--- config.mk ---
export PLATFORM = sky130hd
export DESIGN_NAME = collapsing_request_queue
export DESIGN_NICKNAME = d
export VERILOG_FILES = /design/src/hdl/crq_pkg.sv /design/src/hdl/crq_slot_mem.sv /design/src/hdl/collapsing_request_queue.sv
export SDC_FILE = /design/constraint.sdc
export NUM_CORES = 1
export LEC_CHECK = 0
export BUFFER_PORTS_ARGS = -buffer_cell sky130_fd_sc_hd__buf_2
export CAP_MARGIN = 20
export CORE_MARGIN = 2
export CORE_UTILIZATION = 60
export CTS_BUF_LIST = sky130_fd_sc_hd__clkbuf_8 sky130_fd_sc_hd__clkbuf_16
export CTS_CLUSTER_DIAMETER = 40
export DETAILED_ROUTE_END_ITERATION = 10
export PLACE_DENSITY_LB_ADDON = 0.15
export SETUP_SLACK_MARGIN = 0.15
export SKIP_CTS_REPAIR_TIMING = 1
export SYNTH_ARGS = -nofsm -noshare
export SYNTH_HDL_FRONTEND = slang
export SYNTH_SLANG_ARGS = --single-unit
--- constraint.sdc ---
create_clock -name clk -period 6.8 [get_ports clk]
set_input_delay 0 -clock clk [delete_from_list [all_inputs] [get_ports clk]]
set_output_delay 0 -clock clk [all_outputs]
set_load 0.005 [all_outputs]
--- src/hdl/crq_pkg.sv ---
package crq_pkg;

  localparam int OP_W           = 2;
  localparam int IDX_FIELD_W    = 3;
  localparam int PAYLOAD_FIELD_W = 64;
  localparam int OCC_FIELD_W    = 4;
  localparam int IN_TDATA_W     = 72;
  localparam int OUT_TDATA_W    = 80;

  typedef enum logic [OP_W-1:0] {
    OP_PUSH    = 2'd0,
    OP_RELEASE = 2'd1,
    OP_COMPACT = 2'd2,
    OP_READ    = 2'd3
  } crq_op_t;

  typedef enum logic [1:0] {
    S_IDLE,
    S_RDATA,
    S_COMPACT,
    S_FINISH
  } crq_state_t;

endpackage

--- src/hdl/crq_slot_mem.sv ---
module crq_slot_mem #(
  parameter int DEPTH  = 8,
  parameter int DATA_W = 64
) (
  input  logic                     clk,
  input  logic                     wr_en,
  input  logic [$clog2(DEPTH)-1:0] wr_addr,
  input  logic [DATA_W-1:0]        wr_data,
  input  logic [$clog2(DEPTH)-1:0] rd_addr,
  output logic [DATA_W-1:0]        rd_data
);

  logic [DATA_W-1:0] mem [DEPTH];
  logic [DATA_W-1:0] rd_data_r;

  always_ff @(posedge clk) begin
    if (wr_en) begin
      mem[wr_addr] <= wr_data;
    end
  end

  always_ff @(posedge clk) begin
    rd_data_r <= mem[rd_addr];
  end

  assign rd_data = rd_data_r;

endmodule

--- src/hdl/collapsing_request_queue.sv ---
// Collapsing request queue: slot payloads in a one-port-write, one-port-read RAM,
// valid bits and occupancy in flops.
// Push/release answer on accept; read passes S_RDATA, compact walks S_COMPACT then S_FINISH.
// Throughput: one word in flight; the compact walk visits one slot per cycle.
// In S_IDLE a new word is taken once the output register is empty or drains in that cycle.
// Reset (rst_n low, synchronous) clears all valid bits and occupancy; no RAM sweep.
module collapsing_request_queue #(
  parameter int SLOT_COUNT    = 8,
  parameter int PAYLOAD_WIDTH = 64
) (
  input  logic                           clk,
  input  logic                           rst_n,
  input  logic                           in_tvalid,
  output logic                           in_tready,
  // operation[1:0], slot_index[4:2], payload_in[68:5], zero pad
  input  logic [crq_pkg::IN_TDATA_W-1:0]  in_tdata,
  output logic                           out_tvalid,
  input  logic                           out_tready,
  // accepted[0], chosen_slot[3:1], read_valid[4], read_payload[68:5],
  // occupancy[72:69], zero pad
  output logic [crq_pkg::OUT_TDATA_W-1:0] out_tdata
);
  import crq_pkg::*;

  localparam int IDX_W = $clog2(SLOT_COUNT);
  localparam int OCC_W = $clog2(SLOT_COUNT + 1);
  localparam logic [IDX_W-1:0] LAST_SLOT = IDX_W'(SLOT_COUNT - 1);

  function automatic logic [OCC_FIELD_W-1:0] occ_field(input logic [OCC_W-1:0] v);
    logic [6:0] w;
    begin
      w = 7'(v);
      return w[OCC_FIELD_W-1:0];
    end
  endfunction

  crq_state_t state_r, state_nxt;
  logic [SLOT_COUNT-1:0]  valid_r, valid_nxt;
  logic [OCC_W-1:0]       occ_r, occ_nxt;
  logic [IDX_W-1:0]       src_r, src_nxt;
  logic [IDX_W-1:0]       dst_r, dst_nxt;
  logic                   mv_pend_r, mv_pend_nxt;
  logic [IDX_W-1:0]       mv_dst_r, mv_dst_nxt;
  logic                   rd_hit_r, rd_hit_nxt;

  logic                       out_valid_r, out_valid_nxt;
  logic                       out_acc_r, out_acc_nxt;
  logic [IDX_FIELD_W-1:0]     out_chosen_r, out_chosen_nxt;
  logic                       out_rvalid_r, out_rvalid_nxt;
  logic [PAYLOAD_FIELD_W-1:0] out_rdata_r, out_rdata_nxt;
  logic [OCC_FIELD_W-1:0]     out_occ_r, out_occ_nxt;

  logic [OP_W-1:0]          in_op;
  logic [IDX_FIELD_W-1:0]   in_idx_raw;
  logic [6:0]               in_idx_ext;
  logic                     in_range;
  logic [IDX_W-1:0]         in_idx;
  logic [PAYLOAD_WIDTH-1:0] in_payload;

  logic                     free_found;
  logic [IDX_W-1:0]         free_idx;
  logic [6:0]               free_idx_ext;

  logic                     mem_we;
  logic [IDX_W-1:0]         mem_waddr;
  logic [PAYLOAD_WIDTH-1:0] mem_wdata;
  logic [IDX_W-1:0]         mem_raddr;
  logic [PAYLOAD_WIDTH-1:0] mem_rdata;

  assign in_op      = in_tdata[OP_W-1:0];
  assign in_idx_raw = in_tdata[OP_W +: IDX_FIELD_W];
  assign in_payload = in_tdata[OP_W + IDX_FIELD_W +: PAYLOAD_WIDTH];
  assign in_idx_ext = 7'(in_idx_raw);
  assign in_range   = in_idx_ext < 7'(SLOT_COUNT);
  assign in_idx     = in_idx_ext[IDX_W-1:0];

  always_comb begin
    free_found = 1'b0;
    free_idx   = '0;
    for (int k = SLOT_COUNT - 1; k >= 0; k--) begin
      if (!valid_r[k]) begin
        free_found = 1'b1;
        free_idx   = IDX_W'(k);
      end
    end
  end

  assign free_idx_ext = 7'(free_idx);

  crq_slot_mem #(
    .DEPTH  (SLOT_COUNT),
    .DATA_W (PAYLOAD_WIDTH)
  ) u_slot_mem (
    .clk     (clk),
    .wr_en   (mem_we),
    .wr_addr (mem_waddr),
    .wr_data (mem_wdata),
    .rd_addr (mem_raddr),
    .rd_data (mem_rdata)
  );

  always_comb begin
    state_nxt      = state_r;
    valid_nxt      = valid_r;
    occ_nxt        = occ_r;
    src_nxt        = src_r;
    dst_nxt        = dst_r;
    mv_pend_nxt    = 1'b0;
    mv_dst_nxt     = mv_dst_r;
    rd_hit_nxt     = rd_hit_r;
    out_valid_nxt  = out_valid_r & ~out_tready;
    out_acc_nxt    = out_acc_r;
    out_chosen_nxt = out_chosen_r;
    out_rvalid_nxt = out_rvalid_r;
    out_rdata_nxt  = out_rdata_r;
    out_occ_nxt    = out_occ_r;
    mem_we         = mv_pend_r;
    mem_waddr      = mv_dst_r;
    mem_wdata      = mem_rdata;
    mem_raddr      = src_r;
    in_tready      = 1'b0;

    case (state_r)
      S_IDLE: begin
        in_tready = !out_valid_r || out_tready;
        mem_raddr = in_idx;
        if (in_tvalid && in_tready) begin
          case (crq_op_t'(in_op))
            OP_PUSH: begin
              out_valid_nxt  = 1'b1;
              out_acc_nxt    = free_found;
              out_chosen_nxt = free_found ? free_idx_ext[IDX_FIELD_W-1:0] : '0;
              out_rvalid_nxt = 1'b0;
              out_rdata_nxt  = '0;
              if (free_found) begin
                valid_nxt[free_idx] = 1'b1;
                occ_nxt   = occ_r + 1'b1;
                mem_we    = 1'b1;
                mem_waddr = free_idx;
                mem_wdata = in_payload;
              end
              out_occ_nxt = occ_field(occ_nxt);
            end
            OP_RELEASE: begin
              if (in_range) begin
                valid_nxt[in_idx] = 1'b0;
                if (valid_r[in_idx]) begin
                  occ_nxt = occ_r - 1'b1;
                end
              end
              out_valid_nxt  = 1'b1;
              out_acc_nxt    = 1'b0;
              out_chosen_nxt = '0;
              out_rvalid_nxt = 1'b0;
              out_rdata_nxt  = '0;
              out_occ_nxt    = occ_field(occ_nxt);
            end
            OP_COMPACT: begin
              src_nxt   = '0;
              dst_nxt   = '0;
              state_nxt = S_COMPACT;
            end
            OP_READ: begin
              rd_hit_nxt = in_range && valid_r[in_idx];
              state_nxt  = S_RDATA;
            end
            default: begin
              state_nxt = S_IDLE;
            end
          endcase
        end
      end
      S_RDATA: begin
        out_valid_nxt  = 1'b1;
        out_acc_nxt    = 1'b0;
        out_chosen_nxt = '0;
        out_rvalid_nxt = rd_hit_r;
        out_rdata_nxt  = rd_hit_r ? PAYLOAD_FIELD_W'(mem_rdata) : '0;
        out_occ_nxt    = occ_field(occ_r);
        state_nxt      = S_IDLE;
      end
      S_COMPACT: begin
        if (valid_r[src_r]) begin
          if (src_r != dst_r) begin
            valid_nxt[dst_r] = 1'b1;
            valid_nxt[src_r] = 1'b0;
            mv_pend_nxt      = 1'b1;
            mv_dst_nxt       = dst_r;
          end
          dst_nxt = dst_r + 1'b1;
        end
        if (src_r == LAST_SLOT) begin
          state_nxt = S_FINISH;
        end else begin
          src_nxt = src_r + 1'b1;
        end
      end
      S_FINISH: begin
        out_valid_nxt  = 1'b1;
        out_acc_nxt    = 1'b0;
        out_chosen_nxt = '0;
        out_rvalid_nxt = 1'b0;
        out_rdata_nxt  = '0;
        out_occ_nxt    = occ_field(occ_r);
        state_nxt      = S_IDLE;
      end
      default: begin
        state_nxt = S_IDLE;
      end
    endcase
  end

  always_ff @(posedge clk) begin
    if (!rst_n) begin
      state_r     <= S_IDLE;
      valid_r     <= '0;
      occ_r       <= '0;
      mv_pend_r   <= 1'b0;
      out_valid_r <= 1'b0;
    end else begin
      state_r     <= state_nxt;
      valid_r     <= valid_nxt;
      occ_r       <= occ_nxt;
      mv_pend_r   <= mv_pend_nxt;
      out_valid_r <= out_valid_nxt;
    end
  end

  always_ff @(posedge clk) begin
    src_r        <= src_nxt;
    dst_r        <= dst_nxt;
    mv_dst_r     <= mv_dst_nxt;
    rd_hit_r     <= rd_hit_nxt;
    out_acc_r    <= out_acc_nxt;
    out_chosen_r <= out_chosen_nxt;
    out_rvalid_r <= out_rvalid_nxt;
    out_rdata_r  <= out_rdata_nxt;
    out_occ_r    <= out_occ_nxt;
  end

  assign out_tvalid = out_valid_r;
  assign out_tdata  = {7'b0, out_occ_r, out_rdata_r, out_rvalid_r, out_chosen_r, out_acc_r};

endmodule

==> metrics.md <==
| Metric | Value |
|---|---|
| Outcome | finished, final reports clean |
| Post-route cell area | between 30,000 and 40,000 µm² |
| Post-synth cell types | 56 |
| Post-Synth XOR/XNOR Area | 0.00235 |
| Post-route ant nets | 0 |
| Pwr Density | approximately 320 nW/µm² |
| CTS clk-pin slew, worst paths | ~0.06 ns |
| Chip Width | 213 µm |
| Pre-CTS setup slack | 2.56 ns |
| Fmax | 235 MHz |
| GRT Resource Usage Total | 0.244 |
| Pre-Repair DR Iteration Count | 6 |
| Yosys warns | 0 |
| Setup_tns | 0 ns |
| H-tree depth | 3 |
| Max_cap viols | 0 |
| First-pass GRT wire length | 81,100 µm |
| Fillers | between 2,000 and 3,000 |
| Setup WS post-layout | 2.54 ns |
| Leak | 10.8 nW |
| Mux cell area share after synthesis | 0.144 |
| Async S/R FF share, synth | 0 |
| Post-synth top area cell | edfxtp_1 |
| Share of the synthesized area in the top cell type | 0.685 |
| Worst Tran Pin Value | 1.12 ns |
| Cells after Synth | 1,443 |
| Number of port buffers | approximately 150 |
| Drt drc | 0 |
| IO Pins | around 160 |
| Initial antenna violation count | 0 |
| Final hold slack | 0.0195 ns |
| DP Area | 27,500 µm² |
| Final WL | roughly 54,000 µm |
| Detailed-routed wire length on met3 | 3440 µm |
| Total die area | 45,200 µm² |
| Root Buffer | clkbuf_16 |
| DP Wirelength | 27,400 µm |
| Routed WL per cell | 23.1 µm |
| Simple-gate portion of the synthesized area | 0.0658 |
| Number of buffers created by CTS | 84 |
| Mapped Avg Cell Area | about 18 µm² |
| GRT overflow | 0 |
| Final hold violations | 0 |
| CP max FO | 55 |
| Clock Skews | 0.0269 ns |
| Ratio of cells with drive above 1 in the final layout | 0.302 |
| Slowest CP cell | buf_4 |
| Post-synthesis register bit count | 675 |
| Most frequent cells in the layout | edfxtp_1 (595), nand2_1 (209), buf_2 (147) |
| Peak VDD IR | 279 µV |
| Final Max Tran Viols | 0 |
| Drt via density | 5.91 |
| Clock latency on the worst-skew pair | 0.61 ns |
| Adder-Cell Fraction of Synth Area | 0.00240 |
| Worst hold-check path type | in -> reg |
| Met2 wire length | around 27,000 µm |
| CTS sink cnt | 675 |
| Post-route clock period utilization | 0.627 |
| Antenna Cells | 0 |
| Compound-gate portion of the synthesized area | 0.0210 |
| Layout area overhead | 19.0% |
| Worst-path cell chain | or3_1, or3_1, or3_4, o32a_1, nor2_4, buf_4 |
| Routed vias | 13,800 |
| M1 wire length | 22,800 µm |
| Kind of critical path | reg -> reg |
| Largest family of logic cells by synthesized area | multiplexers |
| Initial Util | 0.607 |
| Number of cells in the finished layout apart from fillers | 2,339 |
| TritonCTS clock tree | built |
| Top cells by area, synth | edfxtp_1 (68%), mux4_2 (11%), dfxtp_1 (6.1%), nand2_1 (3.0%), mux2_2 (2.8%) |
| Final min period | 4.26 ns |
| Die Height | 213 µm |
| Longest Clk Path Bufs | 3 |
| Core area | 43,000 µm² |
| Final setup violating endpoints | 0 |
| Starting DRT DRC Count | between 1,000 and 1,500 |
| Critical Path Max Stage Delay | roughly 0.86 ns |
| Crit. End Element | register |
| Unrepaired setup endpoints after global routing | no |
| Most used cell, CP | or3_1 |
| Post-synth EDFFs | 595 |
| DP Cell Count | around 2,100 |
| Ys flop type | edfxtp_1 |
| Startpoint Class | register |
| CP delay by family, top | simple AND/OR/NAND/NOR gates |
| Critical path arrival | 4.46 ns |
| Routability congestion estimate | 0.894 |
| CP bufs+invs | 1 |
| Commonest non-fill, non-tap cell in the layout | edfxtp_1 |
| Uppermost routed layer | met4 |
| Vias in the first global route | 13,800 |
| Cell Area, Synth | 26,100 µm² |
| Critical Path RT | ~7.0 ns |
| Layout Nets | 1,765 |
| FP Rows | 76 |
| Sequential area share after synthesis | 0.746 |
| Largest net degree at the start of global routing | 129 |
| Relative slew slack | 0.254 |
per-layer routing:
layer | up-vias | GRT usage
li1 | 6101 | -
met1 | 7103 | 0.349
met2 | 539 | 0.391
met3 | 88 | 0.0393
met4 | 0 | 0.0791
met5 | - | 0
cell usage after synthesis (all sizes together) (2+ instances only):
library cell  number
nor2b              4
nor2              24
o31ai              2
or3                6
edfxtp           595
o211ai             3
xor2               5
nor3              16
xnor2              2
o311ai             2
nor3b              4
or4                2
nand4              7
a31o               3
dfxtp             80
nand3b             2
mux2i             10
nand3              5
nand2            210
a31oi              4
ha                 5
mux4             130
a32oi              2
o41ai              6
and3               2
o21ai             12
and4               2
mux2              65
o32ai              2
a21oi             18
o32a               4
and2              70
o31a               2
or2                3
a211oi             4
o22ai              3
nand2b             8
inv               13
clkbuf            48
o311a              2
nor4               3
buf               43
o221ai             2
final timing paths:
kind	from	end	slack (ns)	cells after the start
worst max-delay path	state_r[0]	u_slot_mem.mem[1][14]	2.54	6
worst min-delay path	in_tdata[2]	valid_r[2]	0.02	4
worst max register to register	state_r[0]	u_slot_mem.mem[1][14]	2.54	6
worst min register to register	occ_r[3]	occ_r[3]	0.48	2
power breakdown:
part | internal (mW) | total, mW | leakage [nW] | switching, mW
Clock | 2.64 | 4.38 | 1.40 | 1.74
Sequential | 4.73 | 4.79 | 6.09 | 0.0613
Combinational | 0.287 | 0.675 | 3.36 | 0.388
Total | 7.66 | 9.85 | 10.8 | 2.19
worst register-to-register path, cell delays in order (launching register included):
cell and delay (ns):
dfxtp_1 0.52, or3_1 0.45, or3_1 0.54, or3_4 0.61, o32a_1 0.49, nor2_4 0.34, buf_4 0.87
state kept, by name, summed over array words and instances (netlist names):
name                flops
valid_r                 8
mv_pend_r               1
dst_r                   3
u_slot_mem.rd_data     64
u_slot_mem.mem        512
rd_hit_r                1
out_rdata_r            64
state_r                 2
out_rvalid_r            1
occ_r                   4
out_occ_r               4
out_chosen_r            3
src_r                   3
out_acc_r               1
out_tvalid              1
mv_dst_r                3
cells by family after synthesis:
group / Yosys count
flip-flops: 675
AND/OR/NAND/NOR: 369
multiplexers: 205
buffers and inverters: 105
AO/OA/AOI/OAI: 76
XOR/XNOR: 7
adder cells (fa/ha/maj): 5
other: 1
per-stage QoR:
stage	total power [mW]	utilization
after floorplan	5.30	-
after global placement	5.49	0.639
after detailed placement	5.52	0.640
after CTS	9.88	0.706
after global routing	10.2	0.722
final	9.85	0.722
final cells by class:
class / count / area (µm²) / share of cell area
repair buffers: 240 / 1670 / 0.0537
clock buffers: 86 / 2140 / 0.0690
flip-flops and latches: 675 / 19500 / 0.627
inverters: 14 / 52.6 / 0.00169
multi-input cells: 669 / 6300 / 0.203
well taps: 585 / 732 / 0.0236
clock inverters: 70 / 686 / 0.0221
(Power assumes the default switching activity.)
